$ cat config.mk
export PLATFORM = sky130hd
export DESIGN_NAME = iso_tp_multi_slot_reassembler
export DESIGN_NICKNAME = d
export VERILOG_FILES = /design/src/itpr_pkg.sv /design/src/iso_tp_multi_slot_reassembler.sv /design/src/itpr_fifo.sv /design/src/itpr_front.sv /design/src/itpr_back.sv
export SDC_FILE = /design/constraint.sdc
export NUM_CORES = 2
export LEC_CHECK = 0
export ABC_CLOCK_PERIOD_IN_PS = 16100
export BUFFER_PORTS_ARGS = -buffer_cell sky130_fd_sc_hd__buf_4
export CAP_MARGIN = 20
export CELL_PAD_IN_SITES_DETAIL_PLACEMENT = 0
export CELL_PAD_IN_SITES_GLOBAL_PLACEMENT = 1
export CORE_AREA = 10 10 652 590
export CTS_CLUSTER_SIZE = 12
export DETAILED_ROUTE_END_ITERATION = 8
export DIE_AREA = 0 0 662 600
export PLACE_DENSITY = 0.53
export SYNTH_ARGS = -nofsm -noshare
export SYNTH_HDL_FRONTEND = slang
export SYNTH_HIERARCHICAL = 1
export SYNTH_SLANG_ARGS = --single-unit
$ cat constraint.sdc
create_clock -name clock -period 16.1 [get_ports clock]
set_input_delay 1.61 -clock clock [delete_from_list [all_inputs] [get_ports clock]]
set_output_delay 1.61 -clock clock [all_outputs]
set_load 0.1 [all_outputs]
$ cat src/itpr_pkg.sv
// types and constants shared by the iso-tp reassembler modules
// no dependencies
`timescale 1ns / 1ps

package itpr_pkg;

   localparam int ID_W   = 11;
   localparam int TIME_W = 32;
   localparam int BYTE_W = 8;
   localparam int DCNT_W = 3;
   localparam int LEN_W  = 12;
   localparam int SEQ_W  = 4;
   localparam int DATA_N = 7;
   localparam int TMO_W  = 16;

   localparam logic [TMO_W-1:0] TIMEOUT_RST = 16'd2000;

   localparam logic [3:0] PCI_SF = 4'h0;
   localparam logic [3:0] PCI_FF = 4'h1;
   localparam logic [3:0] PCI_CF = 4'h2;

   localparam logic [LEN_W-1:0]  FF_MIN_LEN = 12'd7;
   localparam logic [DCNT_W-1:0] FF_BYTES   = 3'd6;
   localparam logic [DCNT_W-1:0] FULL_DCNT  = 3'd7;
   localparam logic [SEQ_W-1:0]  FIRST_SEQ  = 4'd1;

   typedef struct packed {
      logic              kind;
      logic [ID_W-1:0]   can_id;
      logic [TIME_W-1:0] now_ms;
      logic [7:0]        pci;
      logic [7:0]        data_0;
      logic [7:0]        data_1;
      logic [7:0]        data_2;
      logic [7:0]        data_3;
      logic [7:0]        data_4;
      logic [7:0]        data_5;
      logic [7:0]        data_6;
      logic [DCNT_W-1:0] data_count;
   } req_type;

   typedef struct packed {
      logic [ID_W-1:0]   msg_ident;
      logic [BYTE_W-1:0] msg_byte;
      logic [4:0]        byte_index;
      logic [5:0]        msg_length;
      logic              last;
   } rsp_type;

   typedef enum logic [2:0] {
      OP_SWEEP,
      OP_SF_GOOD,
      OP_SF_BAD,
      OP_FF_GOOD,
      OP_FF_BAD,
      OP_CF,
      OP_OTHER
   } op_type;

   typedef struct packed {
      op_type                        op;
      logic [ID_W-1:0]               can_id;
      logic [TIME_W-1:0]             now_ms;
      logic [SEQ_W-1:0]              seq;
      logic [LEN_W-1:0]              total;
      logic [DATA_N-1:0][BYTE_W-1:0] data;
      logic [DCNT_W-1:0]             data_count;
   } job_type;

   typedef enum logic [2:0] {
      ST_IDLE,
      ST_BIND,
      ST_PICK,
      ST_EXEC,
      ST_WRITE,
      ST_EMIT_REQ,
      ST_EMIT_PUSH,
      ST_SWEEP
   } state_type;

endpackage

$ cat src/iso_tp_multi_slot_reassembler.sv
// top level of the iso-tp multi-slot reassembler
// depends on itpr_pkg, itpr_front, itpr_back and itpr_fifo
`timescale 1ns / 1ps

// Frames and timeout sweeps enter through a two-entry queue (req_push/req_full)
// and reassembled message bytes leave through a two-entry queue (rsp_pop/rsp_empty),
// one item per byte with last set on the final byte. Items are processed one at a
// time by a sequencer: it takes the item, scans the slot table for the matching,
// free or oldest slot, binds and decodes, then writes the bytes into the message
// buffer (six for a first frame, up to seven for a consecutive frame). A single
// frame emits one byte a cycle while the result queue is not full; a completed
// message is read back from the buffer one byte at a time, each through the
// registered buffer read. A sweep scans the slot table and evicts timed-out slots.
// The message buffer needs no clearing after reset. timeout_ms is written through
// csr_valid/csr_data, always ready, and should only change while the block is idle.
module iso_tp_multi_slot_reassembler #(
   parameter int SLOTS   = 8,
   parameter int MAX_MSG = 32
) (
   input  logic                       clock,
   input  logic                       reset,
   input  logic                       req_push,
   output logic                       req_full,
   input  itpr_pkg::req_type          req_item,
   output logic                       rsp_empty,
   input  logic                       rsp_pop,
   output itpr_pkg::rsp_type          rsp_item,
   input  logic                       csr_valid,
   output logic                       csr_ready,
   input  logic [itpr_pkg::TMO_W-1:0] csr_data
);

   logic                                 job_valid, job_pop;
   itpr_pkg::job_type                    job;
   logic                                 out_push, out_full;
   itpr_pkg::rsp_type                    out_item;
   logic [$bits(itpr_pkg::rsp_type)-1:0] out_bits;

   itpr_front #(
      .MAX_MSG(MAX_MSG),
      .DEPTH  (2)
   ) u_front (
      .clock    (clock),
      .reset    (reset),
      .req_push (req_push),
      .req_full (req_full),
      .req_item (req_item),
      .job_valid(job_valid),
      .job_pop  (job_pop),
      .job      (job)
   );

   itpr_back #(
      .SLOTS  (SLOTS),
      .MAX_MSG(MAX_MSG)
   ) u_back (
      .clock    (clock),
      .reset    (reset),
      .csr_valid(csr_valid),
      .csr_ready(csr_ready),
      .csr_data (csr_data),
      .job_valid(job_valid),
      .job_pop  (job_pop),
      .job      (job),
      .rsp_push (out_push),
      .rsp_full (out_full),
      .rsp_item (out_item)
   );

   itpr_fifo #(
      .WIDTH($bits(itpr_pkg::rsp_type)),
      .DEPTH(2)
   ) u_rsp_q (
      .clock  (clock),
      .reset  (reset),
      .push   (out_push),
      .full   (out_full),
      .wr_data(out_item),
      .pop    (rsp_pop),
      .empty  (rsp_empty),
      .rd_data(out_bits)
   );

   assign rsp_item = itpr_pkg::rsp_type'(out_bits);

endmodule

$ cat src/itpr_fifo.sv
// small synchronous queue with full and empty flags
// no dependencies
`timescale 1ns / 1ps

module itpr_fifo #(
   parameter int WIDTH = 8,
   parameter int DEPTH = 2
) (
   input  logic             clock,
   input  logic             reset,
   input  logic             push,
   output logic             full,
   input  logic [WIDTH-1:0] wr_data,
   input  logic             pop,
   output logic             empty,
   output logic [WIDTH-1:0] rd_data
);

   localparam int PTR_W = (DEPTH > 1) ? $clog2(DEPTH) : 1;
   localparam int CNT_W = $clog2(DEPTH + 1);

   logic [WIDTH-1:0] mem_ff [DEPTH];
   logic [PTR_W-1:0] wr_ptr_ff, wr_ptr_in, rd_ptr_ff, rd_ptr_in;
   logic [CNT_W-1:0] cnt_ff, cnt_in;
   logic             do_push, do_pop;

   assign full    = (cnt_ff == CNT_W'(DEPTH));
   assign empty   = (cnt_ff == '0);
   assign do_push = push && !full;
   assign do_pop  = pop && !empty;
   assign rd_data = mem_ff[rd_ptr_ff];

   always_comb begin
      wr_ptr_in = wr_ptr_ff;
      rd_ptr_in = rd_ptr_ff;
      if (do_push) begin
         wr_ptr_in = (wr_ptr_ff == PTR_W'(DEPTH - 1)) ? '0 : wr_ptr_ff + 1'b1;
      end
      if (do_pop) begin
         rd_ptr_in = (rd_ptr_ff == PTR_W'(DEPTH - 1)) ? '0 : rd_ptr_ff + 1'b1;
      end
      cnt_in = cnt_ff + CNT_W'(do_push) - CNT_W'(do_pop);
   end

   always_ff @(posedge clock) begin
      if (reset) begin
         wr_ptr_ff <= '0;
         rd_ptr_ff <= '0;
         cnt_ff    <= '0;
      end else begin
         wr_ptr_ff <= wr_ptr_in;
         rd_ptr_ff <= rd_ptr_in;
         cnt_ff    <= cnt_in;
      end
   end

   always_ff @(posedge clock) begin
      if (do_push) begin
         mem_ff[wr_ptr_ff] <= wr_data;
      end
   end

endmodule

$ cat src/itpr_front.sv
// front end: takes frames and sweeps, classifies them, queues them for the back end
// depends on itpr_pkg and itpr_fifo
`timescale 1ns / 1ps

module itpr_front #(
   parameter int MAX_MSG = 32,
   parameter int DEPTH   = 2
) (
   input  logic              clock,
   input  logic              reset,
   input  logic              req_push,
   output logic              req_full,
   input  itpr_pkg::req_type req_item,
   output logic              job_valid,
   input  logic              job_pop,
   output itpr_pkg::job_type job
);

   itpr_pkg::job_type             job_in;
   logic [3:0]                    pci_type, pci_low;
   logic [itpr_pkg::LEN_W-1:0]    ff_total;
   logic                          job_empty;
   logic [$bits(itpr_pkg::job_type)-1:0] job_bits;

   assign pci_type = req_item.pci[7:4];
   assign pci_low  = req_item.pci[3:0];
   assign ff_total = {pci_low, req_item.data_0};

   always_comb begin
      job_in.can_id     = req_item.can_id;
      job_in.now_ms     = req_item.now_ms;
      job_in.seq        = pci_low;
      job_in.total      = ff_total;
      job_in.data       = {req_item.data_6, req_item.data_5, req_item.data_4,
                           req_item.data_3, req_item.data_2, req_item.data_1,
                           req_item.data_0};
      job_in.data_count = req_item.data_count;
      job_in.op         = itpr_pkg::OP_OTHER;
      if (req_item.kind) begin
         job_in.op = itpr_pkg::OP_SWEEP;
      end else begin
         unique case (pci_type)
            itpr_pkg::PCI_SF: begin
               job_in.total = itpr_pkg::LEN_W'(pci_low);
               if (pci_low >= 4'd1 && pci_low <= 4'd7 &&
                   4'(req_item.data_count) >= pci_low) begin
                  job_in.op = itpr_pkg::OP_SF_GOOD;
               end else begin
                  job_in.op = itpr_pkg::OP_SF_BAD;
               end
            end
            itpr_pkg::PCI_FF: begin
               if (ff_total >= itpr_pkg::FF_MIN_LEN &&
                   ff_total <= itpr_pkg::LEN_W'(MAX_MSG) &&
                   req_item.data_count == itpr_pkg::FULL_DCNT) begin
                  job_in.op = itpr_pkg::OP_FF_GOOD;
               end else begin
                  job_in.op = itpr_pkg::OP_FF_BAD;
               end
            end
            itpr_pkg::PCI_CF: begin
               job_in.op = itpr_pkg::OP_CF;
            end
            default: begin
               job_in.op = itpr_pkg::OP_OTHER;
            end
         endcase
      end
   end

   itpr_fifo #(
      .WIDTH($bits(itpr_pkg::job_type)),
      .DEPTH(DEPTH)
   ) u_job_q (
      .clock  (clock),
      .reset  (reset),
      .push   (req_push),
      .full   (req_full),
      .wr_data(job_in),
      .pop    (job_pop),
      .empty  (job_empty),
      .rd_data(job_bits)
   );

   assign job_valid = !job_empty;
   assign job       = itpr_pkg::job_type'(job_bits);

endmodule

$ cat src/itpr_back.sv
// back end: slot binding scan, slot table, message buffer and byte emission
// depends on itpr_pkg
`timescale 1ns / 1ps

module itpr_back #(
   parameter int SLOTS   = 8,
   parameter int MAX_MSG = 32
) (
   input  logic                       clock,
   input  logic                       reset,
   input  logic                       csr_valid,
   output logic                       csr_ready,
   input  logic [itpr_pkg::TMO_W-1:0] csr_data,
   input  logic                       job_valid,
   output logic                       job_pop,
   input  itpr_pkg::job_type          job,
   output logic                       rsp_push,
   input  logic                       rsp_full,
   output itpr_pkg::rsp_type          rsp_item
);

   localparam int SLOT_W    = (SLOTS > 1) ? $clog2(SLOTS) : 1;
   localparam int MEM_DEPTH = SLOTS * MAX_MSG;
   localparam int ADDR_W    = $clog2(MEM_DEPTH);
   localparam int LEN_W     = itpr_pkg::LEN_W;
   localparam int TIME_W    = itpr_pkg::TIME_W;
   localparam int ID_W      = itpr_pkg::ID_W;
   localparam int SEQ_W     = itpr_pkg::SEQ_W;

   // slot table
   logic [SLOTS-1:0]  valid_ff;
   logic [ID_W-1:0]   ident_ff [SLOTS];
   logic [LEN_W-1:0]  total_ff [SLOTS];
   logic [LEN_W-1:0]  count_ff [SLOTS];
   logic [SEQ_W-1:0]  seq_ff   [SLOTS];
   logic [TIME_W-1:0] start_ff [SLOTS];

   logic [7:0]        mem_ff [MEM_DEPTH];
   logic [7:0]        rd_data_ff;

   itpr_pkg::state_type state_ff, state_in;
   itpr_pkg::job_type   job_ff, job_in;

   logic [SLOT_W-1:0] scan_ff, scan_in;
   logic              match_hit_ff, match_hit_in, free_hit_ff, free_hit_in;
   logic              old_hit_ff, old_hit_in;
   logic [SLOT_W-1:0] match_idx_ff, match_idx_in, free_idx_ff, free_idx_in;
   logic [SLOT_W-1:0] old_idx_ff, old_idx_in;
   logic [TIME_W-1:0] old_time_ff, old_time_in;
   logic [SLOT_W-1:0] slot_ff, slot_in;
   logic [ADDR_W-1:0] base_ff, base_in;
   logic [LEN_W-1:0]  k_ff, k_in;
   logic [LEN_W-1:0]  wr_pos_ff, wr_pos_in;
   logic [2:0]        wr_n_ff, wr_n_in, wr_off_ff, wr_off_in;
   logic              done_ff, done_in;
   logic [LEN_W-1:0]  emit_len_ff, emit_len_in;
   logic              from_store_ff, from_store_in;
   logic [itpr_pkg::TMO_W-1:0] timeout_ff;

   // slot read port
   logic [SLOT_W-1:0] rd_idx;
   logic              rd_valid;
   logic [ID_W-1:0]   rd_ident;
   logic [LEN_W-1:0]  rd_total, rd_count;
   logic [SEQ_W-1:0]  rd_seq;
   logic [TIME_W-1:0] rd_start;

   // slot write controls
   logic              vld_we, vld_val, id_we, fld_we;
   logic [SLOT_W-1:0] vld_idx, id_idx, pick_idx;
   logic [LEN_W-1:0]  fld_total, fld_count;
   logic [SEQ_W-1:0]  fld_seq;
   logic [TIME_W-1:0] fld_start;

   logic              mem_we;
   logic [ADDR_W-1:0] wr_addr, rd_addr;
   logic [7:0]        wr_byte;

   logic              scan_last, emit_last, write_more;
   logic [LEN_W-1:0]  remain;
   logic [2:0]        copy_n, wr_sel;
   logic              cf_seq_ok, cf_go, cf_done;

   assign csr_ready = 1'b1;

   always_ff @(posedge clock) begin
      if (reset) begin
         timeout_ff <= itpr_pkg::TIMEOUT_RST;
      end else if (csr_valid) begin
         timeout_ff <= csr_data;
      end
   end

   assign rd_idx   = (state_ff == itpr_pkg::ST_BIND || state_ff == itpr_pkg::ST_SWEEP) ?
                     scan_ff : slot_ff;
   assign rd_valid = valid_ff[rd_idx];
   assign rd_ident = ident_ff[rd_idx];
   assign rd_total = total_ff[rd_idx];
   assign rd_count = count_ff[rd_idx];
   assign rd_seq   = seq_ff[rd_idx];
   assign rd_start = start_ff[rd_idx];

   assign scan_last  = (scan_ff == SLOT_W'(SLOTS - 1));
   assign emit_last  = ((k_ff + LEN_W'(1)) == emit_len_ff);
   assign write_more = (k_ff < LEN_W'(wr_n_ff));
   assign pick_idx   = match_hit_ff ? match_idx_ff : (free_hit_ff ? free_idx_ff : old_idx_ff);

   assign remain    = rd_total - rd_count;
   assign copy_n    = (remain < LEN_W'(7)) ? remain[2:0] : 3'd7;
   assign cf_seq_ok = (job_ff.seq == rd_seq);
   assign cf_go     = rd_valid && cf_seq_ok && (job_ff.data_count >= copy_n);
   assign cf_done   = ((rd_count + LEN_W'(copy_n)) >= rd_total);

   assign wr_sel  = wr_off_ff + k_ff[2:0];
   assign wr_addr = base_ff + ADDR_W'(wr_pos_ff + k_ff);
   assign wr_byte = job_ff.data[wr_sel];
   assign rd_addr = base_ff + ADDR_W'(k_ff);

   always_comb begin
      rsp_item.msg_ident  = job_ff.can_id;
      rsp_item.msg_byte   = from_store_ff ? rd_data_ff : job_ff.data[k_ff[2:0]];
      rsp_item.byte_index = k_ff[4:0];
      rsp_item.msg_length = emit_len_ff[5:0];
      rsp_item.last       = emit_last;
   end

   // next state
   always_comb begin
      state_in = state_ff;
      unique case (state_ff)
         itpr_pkg::ST_IDLE: begin
            if (job_valid) begin
               state_in = (job.op == itpr_pkg::OP_SWEEP) ? itpr_pkg::ST_SWEEP
                                                         : itpr_pkg::ST_BIND;
            end
         end
         itpr_pkg::ST_BIND: begin
            if (scan_last) begin
               state_in = itpr_pkg::ST_PICK;
            end
         end
         itpr_pkg::ST_PICK: begin
            state_in = itpr_pkg::ST_EXEC;
         end
         itpr_pkg::ST_EXEC: begin
            unique case (job_ff.op)
               itpr_pkg::OP_SF_GOOD: state_in = itpr_pkg::ST_EMIT_PUSH;
               itpr_pkg::OP_FF_GOOD: state_in = itpr_pkg::ST_WRITE;
               itpr_pkg::OP_CF:      state_in = cf_go ? itpr_pkg::ST_WRITE : itpr_pkg::ST_IDLE;
               default:              state_in = itpr_pkg::ST_IDLE;
            endcase
         end
         itpr_pkg::ST_WRITE: begin
            if (!write_more) begin
               state_in = done_ff ? itpr_pkg::ST_EMIT_REQ : itpr_pkg::ST_IDLE;
            end
         end
         itpr_pkg::ST_EMIT_REQ: begin
            state_in = itpr_pkg::ST_EMIT_PUSH;
         end
         itpr_pkg::ST_EMIT_PUSH: begin
            if (!rsp_full) begin
               if (emit_last) begin
                  state_in = itpr_pkg::ST_IDLE;
               end else if (from_store_ff) begin
                  state_in = itpr_pkg::ST_EMIT_REQ;
               end
            end
         end
         itpr_pkg::ST_SWEEP: begin
            if (scan_last) begin
               state_in = itpr_pkg::ST_IDLE;
            end
         end
         default: begin
            state_in = itpr_pkg::ST_IDLE;
         end
      endcase
   end

   // datapath and control outputs
   always_comb begin
      job_pop       = 1'b0;
      rsp_push      = 1'b0;
      job_in        = job_ff;
      scan_in       = scan_ff;
      match_hit_in  = match_hit_ff;
      match_idx_in  = match_idx_ff;
      free_hit_in   = free_hit_ff;
      free_idx_in   = free_idx_ff;
      old_hit_in    = old_hit_ff;
      old_idx_in    = old_idx_ff;
      old_time_in   = old_time_ff;
      slot_in       = slot_ff;
      base_in       = base_ff;
      k_in          = k_ff;
      wr_pos_in     = wr_pos_ff;
      wr_n_in       = wr_n_ff;
      wr_off_in     = wr_off_ff;
      done_in       = done_ff;
      emit_len_in   = emit_len_ff;
      from_store_in = from_store_ff;
      vld_we        = 1'b0;
      vld_idx       = slot_ff;
      vld_val       = 1'b0;
      id_we         = 1'b0;
      id_idx        = pick_idx;
      fld_we        = 1'b0;
      fld_total     = rd_total;
      fld_count     = rd_count;
      fld_seq       = rd_seq;
      fld_start     = rd_start;
      mem_we        = 1'b0;
      unique case (state_ff)
         itpr_pkg::ST_IDLE: begin
            if (job_valid) begin
               job_pop      = 1'b1;
               job_in       = job;
               scan_in      = '0;
               match_hit_in = 1'b0;
               free_hit_in  = 1'b0;
               old_hit_in   = 1'b0;
            end
         end
         itpr_pkg::ST_BIND: begin
            if (rd_valid) begin
               if (rd_ident == job_ff.can_id && !match_hit_ff) begin
                  match_hit_in = 1'b1;
                  match_idx_in = scan_ff;
               end
               if (!old_hit_ff || rd_start < old_time_ff) begin
                  old_hit_in  = 1'b1;
                  old_idx_in  = scan_ff;
                  old_time_in = rd_start;
               end
            end else if (!free_hit_ff) begin
               free_hit_in = 1'b1;
               free_idx_in = scan_ff;
            end
            scan_in = scan_ff + 1'b1;
         end
         itpr_pkg::ST_PICK: begin
            // no match and no free slot: evict the oldest
            if (!match_hit_ff && !free_hit_ff) begin
               vld_we  = 1'b1;
               vld_idx = old_idx_ff;
               vld_val = 1'b0;
            end
            id_we   = 1'b1;
            slot_in = pick_idx;
            base_in = ADDR_W'(pick_idx * MAX_MSG);
         end
         itpr_pkg::ST_EXEC: begin
            k_in = '0;
            case (job_ff.op)
               itpr_pkg::OP_SF_GOOD: begin
                  vld_we        = 1'b1;
                  emit_len_in   = job_ff.total;
                  from_store_in = 1'b0;
               end
               itpr_pkg::OP_SF_BAD, itpr_pkg::OP_FF_BAD: begin
                  vld_we = 1'b1;
               end
               itpr_pkg::OP_FF_GOOD: begin
                  vld_we    = 1'b1;
                  vld_val   = 1'b1;
                  fld_we    = 1'b1;
                  fld_total = job_ff.total;
                  fld_count = LEN_W'(itpr_pkg::FF_BYTES);
                  fld_seq   = itpr_pkg::FIRST_SEQ;
                  fld_start = job_ff.now_ms;
                  wr_pos_in = '0;
                  wr_n_in   = itpr_pkg::FF_BYTES;
                  wr_off_in = 3'd1;
                  done_in   = 1'b0;
               end
               itpr_pkg::OP_CF: begin
                  if (rd_valid && !cf_seq_ok) begin
                     vld_we = 1'b1;
                  end else if (cf_go) begin
                     vld_we        = 1'b1;
                     vld_val       = !cf_done;
                     fld_we        = 1'b1;
                     fld_count     = rd_count + LEN_W'(copy_n);
                     fld_seq       = job_ff.seq + 1'b1;
                     wr_pos_in     = rd_count;
                     wr_n_in       = copy_n;
                     wr_off_in     = 3'd0;
                     done_in       = cf_done;
                     emit_len_in   = rd_total;
                     from_store_in = 1'b1;
                  end
               end
               default: begin
                  vld_we = 1'b0;
               end
            endcase
         end
         itpr_pkg::ST_WRITE: begin
            if (write_more) begin
               mem_we = 1'b1;
               k_in   = k_ff + 1'b1;
            end else begin
               k_in = '0;
            end
         end
         itpr_pkg::ST_EMIT_REQ: begin
            k_in = k_ff;
         end
         itpr_pkg::ST_EMIT_PUSH: begin
            if (!rsp_full) begin
               rsp_push = 1'b1;
               k_in     = k_ff + 1'b1;
            end
         end
         itpr_pkg::ST_SWEEP: begin
            if (rd_valid && (job_ff.now_ms - rd_start) > TIME_W'(timeout_ff)) begin
               vld_we  = 1'b1;
               vld_idx = scan_ff;
            end
            scan_in = scan_ff + 1'b1;
         end
         default: begin
            job_pop = 1'b0;
         end
      endcase
   end

   always_ff @(posedge clock) begin
      if (reset) begin
         state_ff <= itpr_pkg::ST_IDLE;
         valid_ff <= '0;
      end else begin
         state_ff <= state_in;
         if (vld_we) begin
            valid_ff[vld_idx] <= vld_val;
         end
      end
   end

   always_ff @(posedge clock) begin
      if (id_we) begin
         ident_ff[id_idx] <= job_ff.can_id;
      end
      if (fld_we) begin
         total_ff[slot_ff] <= fld_total;
         count_ff[slot_ff] <= fld_count;
         seq_ff[slot_ff]   <= fld_seq;
         start_ff[slot_ff] <= fld_start;
      end
   end

   always_ff @(posedge clock) begin
      job_ff        <= job_in;
      scan_ff       <= scan_in;
      match_hit_ff  <= match_hit_in;
      match_idx_ff  <= match_idx_in;
      free_hit_ff   <= free_hit_in;
      free_idx_ff   <= free_idx_in;
      old_hit_ff    <= old_hit_in;
      old_idx_ff    <= old_idx_in;
      old_time_ff   <= old_time_in;
      slot_ff       <= slot_in;
      base_ff       <= base_in;
      k_ff          <= k_in;
      wr_pos_ff     <= wr_pos_in;
      wr_n_ff       <= wr_n_in;
      wr_off_ff     <= wr_off_in;
      done_ff       <= done_in;
      emit_len_ff   <= emit_len_in;
      from_store_ff <= from_store_in;
   end

   always_ff @(posedge clock) begin
      if (mem_we) begin
         mem_ff[wr_addr] <= wr_byte;
      end
      rd_data_ff <= mem_ff[rd_addr];
   end

endmodule

[Yosys cells after proc, flatten, opt, wreduce, memory -nomap -nowiden]
Memories as Yosys holds them, arrays and structs flattened. A register that Yosys moved wholly into a read port is not among the register bits.
Cells that the tools add are included.
Word-level totals
  bits in registers: 246
  bits in writable memories: 2920
  input bits: 132
  output and inout bits: 34
  word-level logic and storage cells: 283
  memories kept: 8
Memory list
  u_back.mem_ff: depth 256, bits a word 8, read ports 1, clocked after memory_dff 1, write ports 1, line itpr_back.sv:38  | logic [7:0] mem_ff [MEM_DEPTH];
  u_back.start_ff: depth 8, bits a word 32, read ports 1, clocked after memory_dff 0, write ports 1, line itpr_back.sv:36  | logic [TIME_W-1:0] start_ff [SLOTS];
  u_front.u_job_q.mem_ff: depth 2, bits a word 121, read ports 1, clocked after memory_dff 1, write ports 1, line itpr_fifo.sv:22  | logic [WIDTH-1:0] mem_ff [DEPTH];
  u_back.count_ff: depth 8, bits a word 12, read ports 1, clocked after memory_dff 0, write ports 1, line itpr_back.sv:34  | logic [LEN_W-1:0] count_ff [SLOTS];
  u_back.total_ff: depth 8, bits a word 12, read ports 1, clocked after memory_dff 0, write ports 1, line itpr_back.sv:33  | logic [LEN_W-1:0] total_ff [SLOTS];
  u_back.ident_ff: depth 8, bits a word 11, read ports 1, clocked after memory_dff 0, write ports 1, line itpr_back.sv:32  | logic [ID_W-1:0] ident_ff [SLOTS];
  2 more memories
Cells by class
  add/subtract/negate cells: 18
  order comparisons: 16
  eq/ne operators: 33
  muxes and demuxes: 117
  bitwise operators: 3
  reductions and logical operators: 50
Operator list (number)
  12-bit two-way mux: 11
  3-bit two-way mux: 23
  32-bit two-way mux: 2
  8-bit binary-select mux with 3-bit select: 2
  12-bit case mux with 2 select lines: 2
  1-bit two-way mux: 46
  8-bit two-way mux: 5
  12-bit case mux with 3 select lines: 1
  32-bit by 16-bit greater-than comparator with 1-bit output: 1
  32-bit < comparator: 1
  32-bit subtractor: 1
  8-bit adder: 3
  3-bit == test, second input constant: 8
  3-bit case mux with 2 select lines: 4
  3-bit case mux with 8 select lines: 1
  3-bit case mux with 3 select lines: 2
  3-bit by 4-bit < comparator with 1-bit output, second input constant: 4
  1-bit case mux with 2 select lines: 8
  8-bit case mux with 2 select lines: 1
  4-bit AND reduction: 4
  1-bit logical AND: 15
  2-bit != test, second input constant: 7
  12-bit by 1-bit adder with 12-bit output, second input constant: 1
  12-bit by 3-bit adder with 12-bit output: 1
  other kinds (47): 83

[Depth between registers and ports, before layout]
An unclocked memory read counts as a cell.
  depth in word-level cells: 15
  depth in mapped cells: 43
  depth with buffers taken out: 36

[Cells and area by module]
The synthesis kept the hierarchy.
By module, submodules not included
  itpr_back: instances 1, cells an instance 6484, area an instance 117418.9 sq um, sequential area each 85532.0 sq um
  itpr_fifo at u_front.u_job_q: instances 1, cells an instance 403, area an instance 8987.4 sq um, sequential area each 7367.1 sq um
  itpr_fifo at u_rsp_q: instances 1, cells an instance 123, area an instance 2459.9 sq um, sequential area each 1961.9 sq um
  itpr_front: instances 1, cells an instance 47, area an instance 354.1 sq um, sequential area each 0.0 sq um

[Worst setup path after synthesis]
OpenSTA, ideal clock, no wires.
  path type: reg-to-reg
  from: register u_back.state_ff[2]
  to: memory u_back.count_ff[0][0], enable pin
  library setup time: 626 ps
  arrival: 12531 ps
  required time: 15474 ps
  path slack: 2943 ps
  cell stages (with the launch flop): 32
  buffers on the path: 9
  clock period less this slack: 13157 ps
  cells stage by stage: dfxtp_1 -> buf_6 -> xnor2_2 -> buf_6 -> nand3_1 -> nand2_2 -> buf_2 -> clkbuf_1 -> clkbuf_1 -> clkbuf_1 -> buf_1 -> clkbuf_1 -> nand3_1 -> a31o_2 -> ha_1 -> clkbuf_1 -> a21o_1 -> a21oi_1 -> o21bai_1 -> xnor3_1 -> or4_1 -> a211oi_1 -> and4_1 -> nand2_1 -> ha_1 -> nand2b_1 -> a21o_1 -> a21o_1 -> nand3_2 -> or3b_1 -> a21o_1 -> nor4_1
On the way
  longest elaborated chain between the ends: 15
  elaborated cells on any way between the ends: 25
  those cells by class: add/sub (1); order compare (2); eq/ne (4); mux (10); reduce/logical (5); memory (3)
RTL lines
  start, declared: line itpr_back.sv:41  | itpr_pkg::state_type state_ff, state_in;
  start signal, assigned: line itpr_back.sv:331  | state_ff <= itpr_pkg::ST_IDLE;
  start signal, assigned: line itpr_back.sv:334  | state_ff <= state_in;
  3-bit by 1-bit == test with 1-bit output or 3-bit == test (tied branches): line itpr_back.sv:94  | assign rd_idx = (state_ff == itpr_pkg::ST_BIND || state_ff == itpr_pkg::ST_SWEEP) ?
  1-bit logical OR *: line itpr_back.sv:94
  3-bit two-way mux *: line itpr_back.sv:94
  memory 8 x 12 bit (on tied branches)
  12-bit subtractor *: line itpr_back.sv:108  | assign remain = rd_total - rd_count;
  12-bit by 3-bit < comparator with 1-bit output: line itpr_back.sv:109  | assign copy_n = (remain < LEN_W'(7)) ? remain[2:0] : 3'd7;
  3-bit two-way mux *: line itpr_back.sv:109
  named net u_back.copy_n[0]: line itpr_back.sv:81  | logic [2:0] copy_n, wr_sel;
  3-bit greater-or-equal comparator *: line itpr_back.sv:111  | assign cf_go = rd_valid && cf_seq_ok && (job_ff.data_count >= copy_n);
  1-bit logical AND *: line itpr_back.sv:111
  1-bit two-way mux *: line itpr_back.sv:280  | end else if (cf_go) begin
  1-bit two-way mux *: line itpr_back.sv:278  | if (rd_valid && !cf_seq_ok) begin
  1-bit case mux with 2 select lines *: line itpr_back.sv:255  | case (job_ff.op)
  1-bit two-way mux *: line itpr_back.sv:214  | unique case (state_ff)
  1-bit two-way mux *: line itpr_back.sv:345  | if (fld_we) begin
  1-bit two-way mux (not written as such) *: line itpr_back.sv:347  | count_ff[slot_ff] <= fld_count;
  end, declared: line itpr_back.sv:34
The timed path passes the listed nets; every way through them passes the cells marked *. The select of a mux whose other input is x is not followed.

[Worst setup path after layout]
  from: register u_back.state_ff[2]
  to: memory u_back.count_ff[6][6], enable pin
On the way
  longest elaborated chain between the ends: 15
  elaborated cells on any way between the ends: 25
  those cells by class: add/sub (1); order compare (2); eq/ne (4); mux (10); reduce/logical (5); memory (3)
RTL lines
  3-bit by 1-bit == test with 1-bit output or 3-bit == test (tied branches): line itpr_back.sv:94
  1-bit logical OR *: line itpr_back.sv:94
  3-bit two-way mux *: line itpr_back.sv:94
  memory 8 x 12 bit *
  named net u_back.rd_count[1]: line itpr_back.sv:64  | logic [LEN_W-1:0] rd_total, rd_count;
  12-bit subtractor *: line itpr_back.sv:108
  12-bit by 3-bit < comparator with 1-bit output *: line itpr_back.sv:109
  3-bit two-way mux *: line itpr_back.sv:109
  named net u_back.copy_n[0]: line itpr_back.sv:81
  3-bit greater-or-equal comparator *: line itpr_back.sv:111
  1-bit logical AND *: line itpr_back.sv:111
  1-bit two-way mux *: line itpr_back.sv:280
  1-bit two-way mux *: line itpr_back.sv:278
  1-bit case mux with 2 select lines *: line itpr_back.sv:255
  1-bit two-way mux *: line itpr_back.sv:214
  1-bit two-way mux *: line itpr_back.sv:345
  1-bit two-way mux (not written as such) *: line itpr_back.sv:347
Marked as above.

==> flow_summary.yaml <==
floorplan:
  fp-row-count: 212
  core-area_um2: 370000
  top_level_ports: 166
  dieHeight_um: 600
  floorplan.initialDensity: 0.349
  die_area_um2: 397000
  die_w_um: 662
drt:
  topRoutingLayerUsed: "met5"
  dr_wl_met3_mm: 18.6
  drtPass1Iterations: 5
  vias: 66600
  ant_nets: 0
  m1WireLength_mm: 161
  wl_per_cell_um: 28.9
  viasPerCell: 5.33
  drt_iter0_drc: 5893
  routed_wl_mm: 361
  drcViolationCount: 0
  wl_met2_mm: 173
final_layout:
  finalInstanceArea_um2: 147000
  fill_cells: 33300
  area_delta_synth_final_pct: 13.6
  final_util: 0.397
  final_common_cell: "edfxtp_1"
  drive_above_1_share: 0.232
  fin_cells: 12500
  nets: 7575
  mostFrequentLayoutCells: "edfxtp_1 (3,129), mux4_2 (702), nand2_1 (644), nor2_1 (428), clkbuf_16 (349)"
pwr:
  p_switching_mw: 9.69
  ir_worst_vdd_v: 0.000190
  combPwrFrac: 0.324
  p_seq_frac: 0.408
  clock_power_share: 0.269
  power_mw: 27.8
  swShare: 0.349
  power.internal_mw: 18.1
  power_density_nw_per_um2: 189
  power.leakage_nw: 47.0
sta:
  clock_skew_ps: 77.9
  slew_headroom: 0.223
  max_freq_mhz: 90.9
  finalSetupViolations: 0
  fin_crit_ps: 11000
  tns_ps: 0
  grt_setup_unrepaired: "no"
  tightest_slew_ps: 1160
  finalCritPeriodShare: 0.684
  drv_slew: 0
  hold_viol_final: 0
outcome:
  outcome: "finished clean"
job:
  drv_cap: 0
grt:
  grt_use_total: 0.177
  antenna_found_initial: 31
  grt.overflow.total: 0
  grt_max_degree: 197
  grt_pass1_wl_mm: 512
  grt_pass1_vias: 67200
yosys:
  syn_nets: 7326
  syn-cell-area_um2: 129000
  synth.top_cells.by_area: "edfxtp_1 (73%), mux4_2 (12%), nand2_1 (1.9%)"
  ys_ff_latch: 3174
  syn_avg_cell_area_um2: 18.3
  synthDistinctLibCells: 96
  yosysTopAreaCell: "edfxtp_1"
  seq_area_frac_synth: 0.734
  ys.flop_type: "edfxtp_1"
  synth_edf_count: 3129
  synth_top_area_share: 0.727
  synthCells: 7057
  async_reset_ff_frac: 0
  ys.warnings.count: 6
cts:
  path_clk_slew_ps: 60
  cts_max_level: 5
  cts_buffers: 343
  cts_tree: "yes"
  clockBufferDepth: 4
  cts-hold-fix-buffers: 0
  clk_latency_ps: 950
  cts_resized: 0
  cts.sinks: 3174
  post-cts-setup-buffers: 0
  cts_root_buf: "clkbuf_16"
worst_setup_path:
  worstPathMaxFanout: 91
  slowest_stage: "buf_4"
  worstSetupEndpointType: "flip-flop"
  worstPathArrival_ps: 11500
  path_class: "reg -> reg"
  r2r_end: "u_back/count_ff[6][6]$_DFFE_PP_"
  critPathMaxStageDelay_ps: 970
  required_ps: 16590
  r2r-start: "u_back/state_ff[2]$_SDFFE_PP0P_"
  r2r_cells: 29
  r2r_slack_ps: 5100
  worstSetupStartpointType: "flip-flop"
  crit_path_end: "u_back/count_ff[6][6]$_DFFE_PP_"
  startpoint: "u_back/state_ff[2]$_SDFFE_PP0P_"
placement:
  placed_cells: 11900
  hpwl_mm: 223
  placed_cell_area_um2: 136000
  routabilityCongestion: 0.815
  portBuffers: 164
worst_hold_path:
  hp-class: "reg -> reg"
[flip-flops by register name (all words and copies together), names as in the netlist, 62 cells and up, named ones only]
name / count
u_back/mem_ff: 2048
u_back/start_ff: 256
u_front/u_job_q/mem_ff: 242
u_back/job_ff: 110
u_back/count_ff: 96
u_back/total_ff: 96
u_back/ident_ff: 88
u_rsp_q/mem_ff: 62
[kinds of logic (layout without fill, tap and decap cells)]
kind of cell	count (synthesis)	count (layout)	share of synthesized area
compound gates	599	599	0.0319
flops	3174	3174	0.734
xor+xnor	94	94	0.00670
fa+ha+maj	138	138	0.0138
mux	945	945	0.143
simple gates	1554	1554	0.0529
buf+inv	552	1057	0.0178
other cells	1	10	0.0000290
[power by group through the flow]
stage               sequential (mW)  clock [mW]  combinational [mW]
finish                         11.3        7.46                8.99
global route                   11.3        7.99                9.78
CTS                            11.3        7.67                9.12
detailed placement             11.5           0                9.09
global placement               11.5           0                8.98
floorplan                      11.8           0                5.65
[metal layers]
layer / vias up / global-route usage
li1: 28700 / -
met1: 35700 / 0.255
met2: 1776 / 0.288
met3: 422 / 0.0237
met4: 6 / 0.0398
met5: - / 0
[cells in the mapped netlist, drive strengths merged (75+ instances only)]
master     n
nor2     438
ha       130
mux4     702
o21ai    111
edfxtp  3129
buf      170
a21oi    149
clkbuf   228
nand3    175
and3      75
nand2    664
mux2     171
inv      154
[stage by stage]
stage	hold WS (ps)	setup WS, ps
floorplan	451	2940
global placement	473	5280
detailed placement	484	5160
CTS	500	5100
global route	524	4200
finish	497	5100
[worst min-delay path by stage]
stage                                                 start                                endpoint  cells past startpoint
finish              u_front/u_job_q/mem_ff[0][38]$_DFFE_PP_             u_back/job_ff[38]$_DFFE_PP_                      1
global route                 u_rsp_q/wr_ptr_ff$_SDFFE_PP0P_          u_rsp_q/wr_ptr_ff$_SDFFE_PP0P_                      2
CTS                          u_rsp_q/wr_ptr_ff$_SDFFE_PP0P_          u_rsp_q/wr_ptr_ff$_SDFFE_PP0P_                      2
detailed placement           u_rsp_q/wr_ptr_ff$_SDFFE_PP0P_          u_rsp_q/wr_ptr_ff$_SDFFE_PP0P_                      2
global placement             u_rsp_q/wr_ptr_ff$_SDFFE_PP0P_          u_rsp_q/wr_ptr_ff$_SDFFE_PP0P_                      2
floorplan            u_front/u_job_q/wr_ptr_ff$_SDFFE_PP0P_  u_front/u_job_q/wr_ptr_ff$_SDFFE_PP0P_                      2
[area by class of cell]
type	count	area (um^2)	share of cell area
inverters	154	588	0.00401
flip-flops and latches	3174	94900	0.646
clock buffers	444	9110	0.0621
well taps	4922	6160	0.0419
clock inverters	157	1300	0.00883
diodes	9	22.5	0.000153
multi-input cells	3331	32300	0.220
repair buffers	302	2430	0.0165
[worst max-delay path: cells and delay by family, from the launching register on]
family                   cells  cell delay [ps]
AO/OA/AOI/OAI               10             2730
AND/OR/NAND/NOR             12             3570
adder cells (fa/ha/maj)      2              610
flip-flops                   1              610
XOR/XNOR                     1              680
buffers and inverters        4             2270
Note: power is estimated with default switching activity, not from simulation.
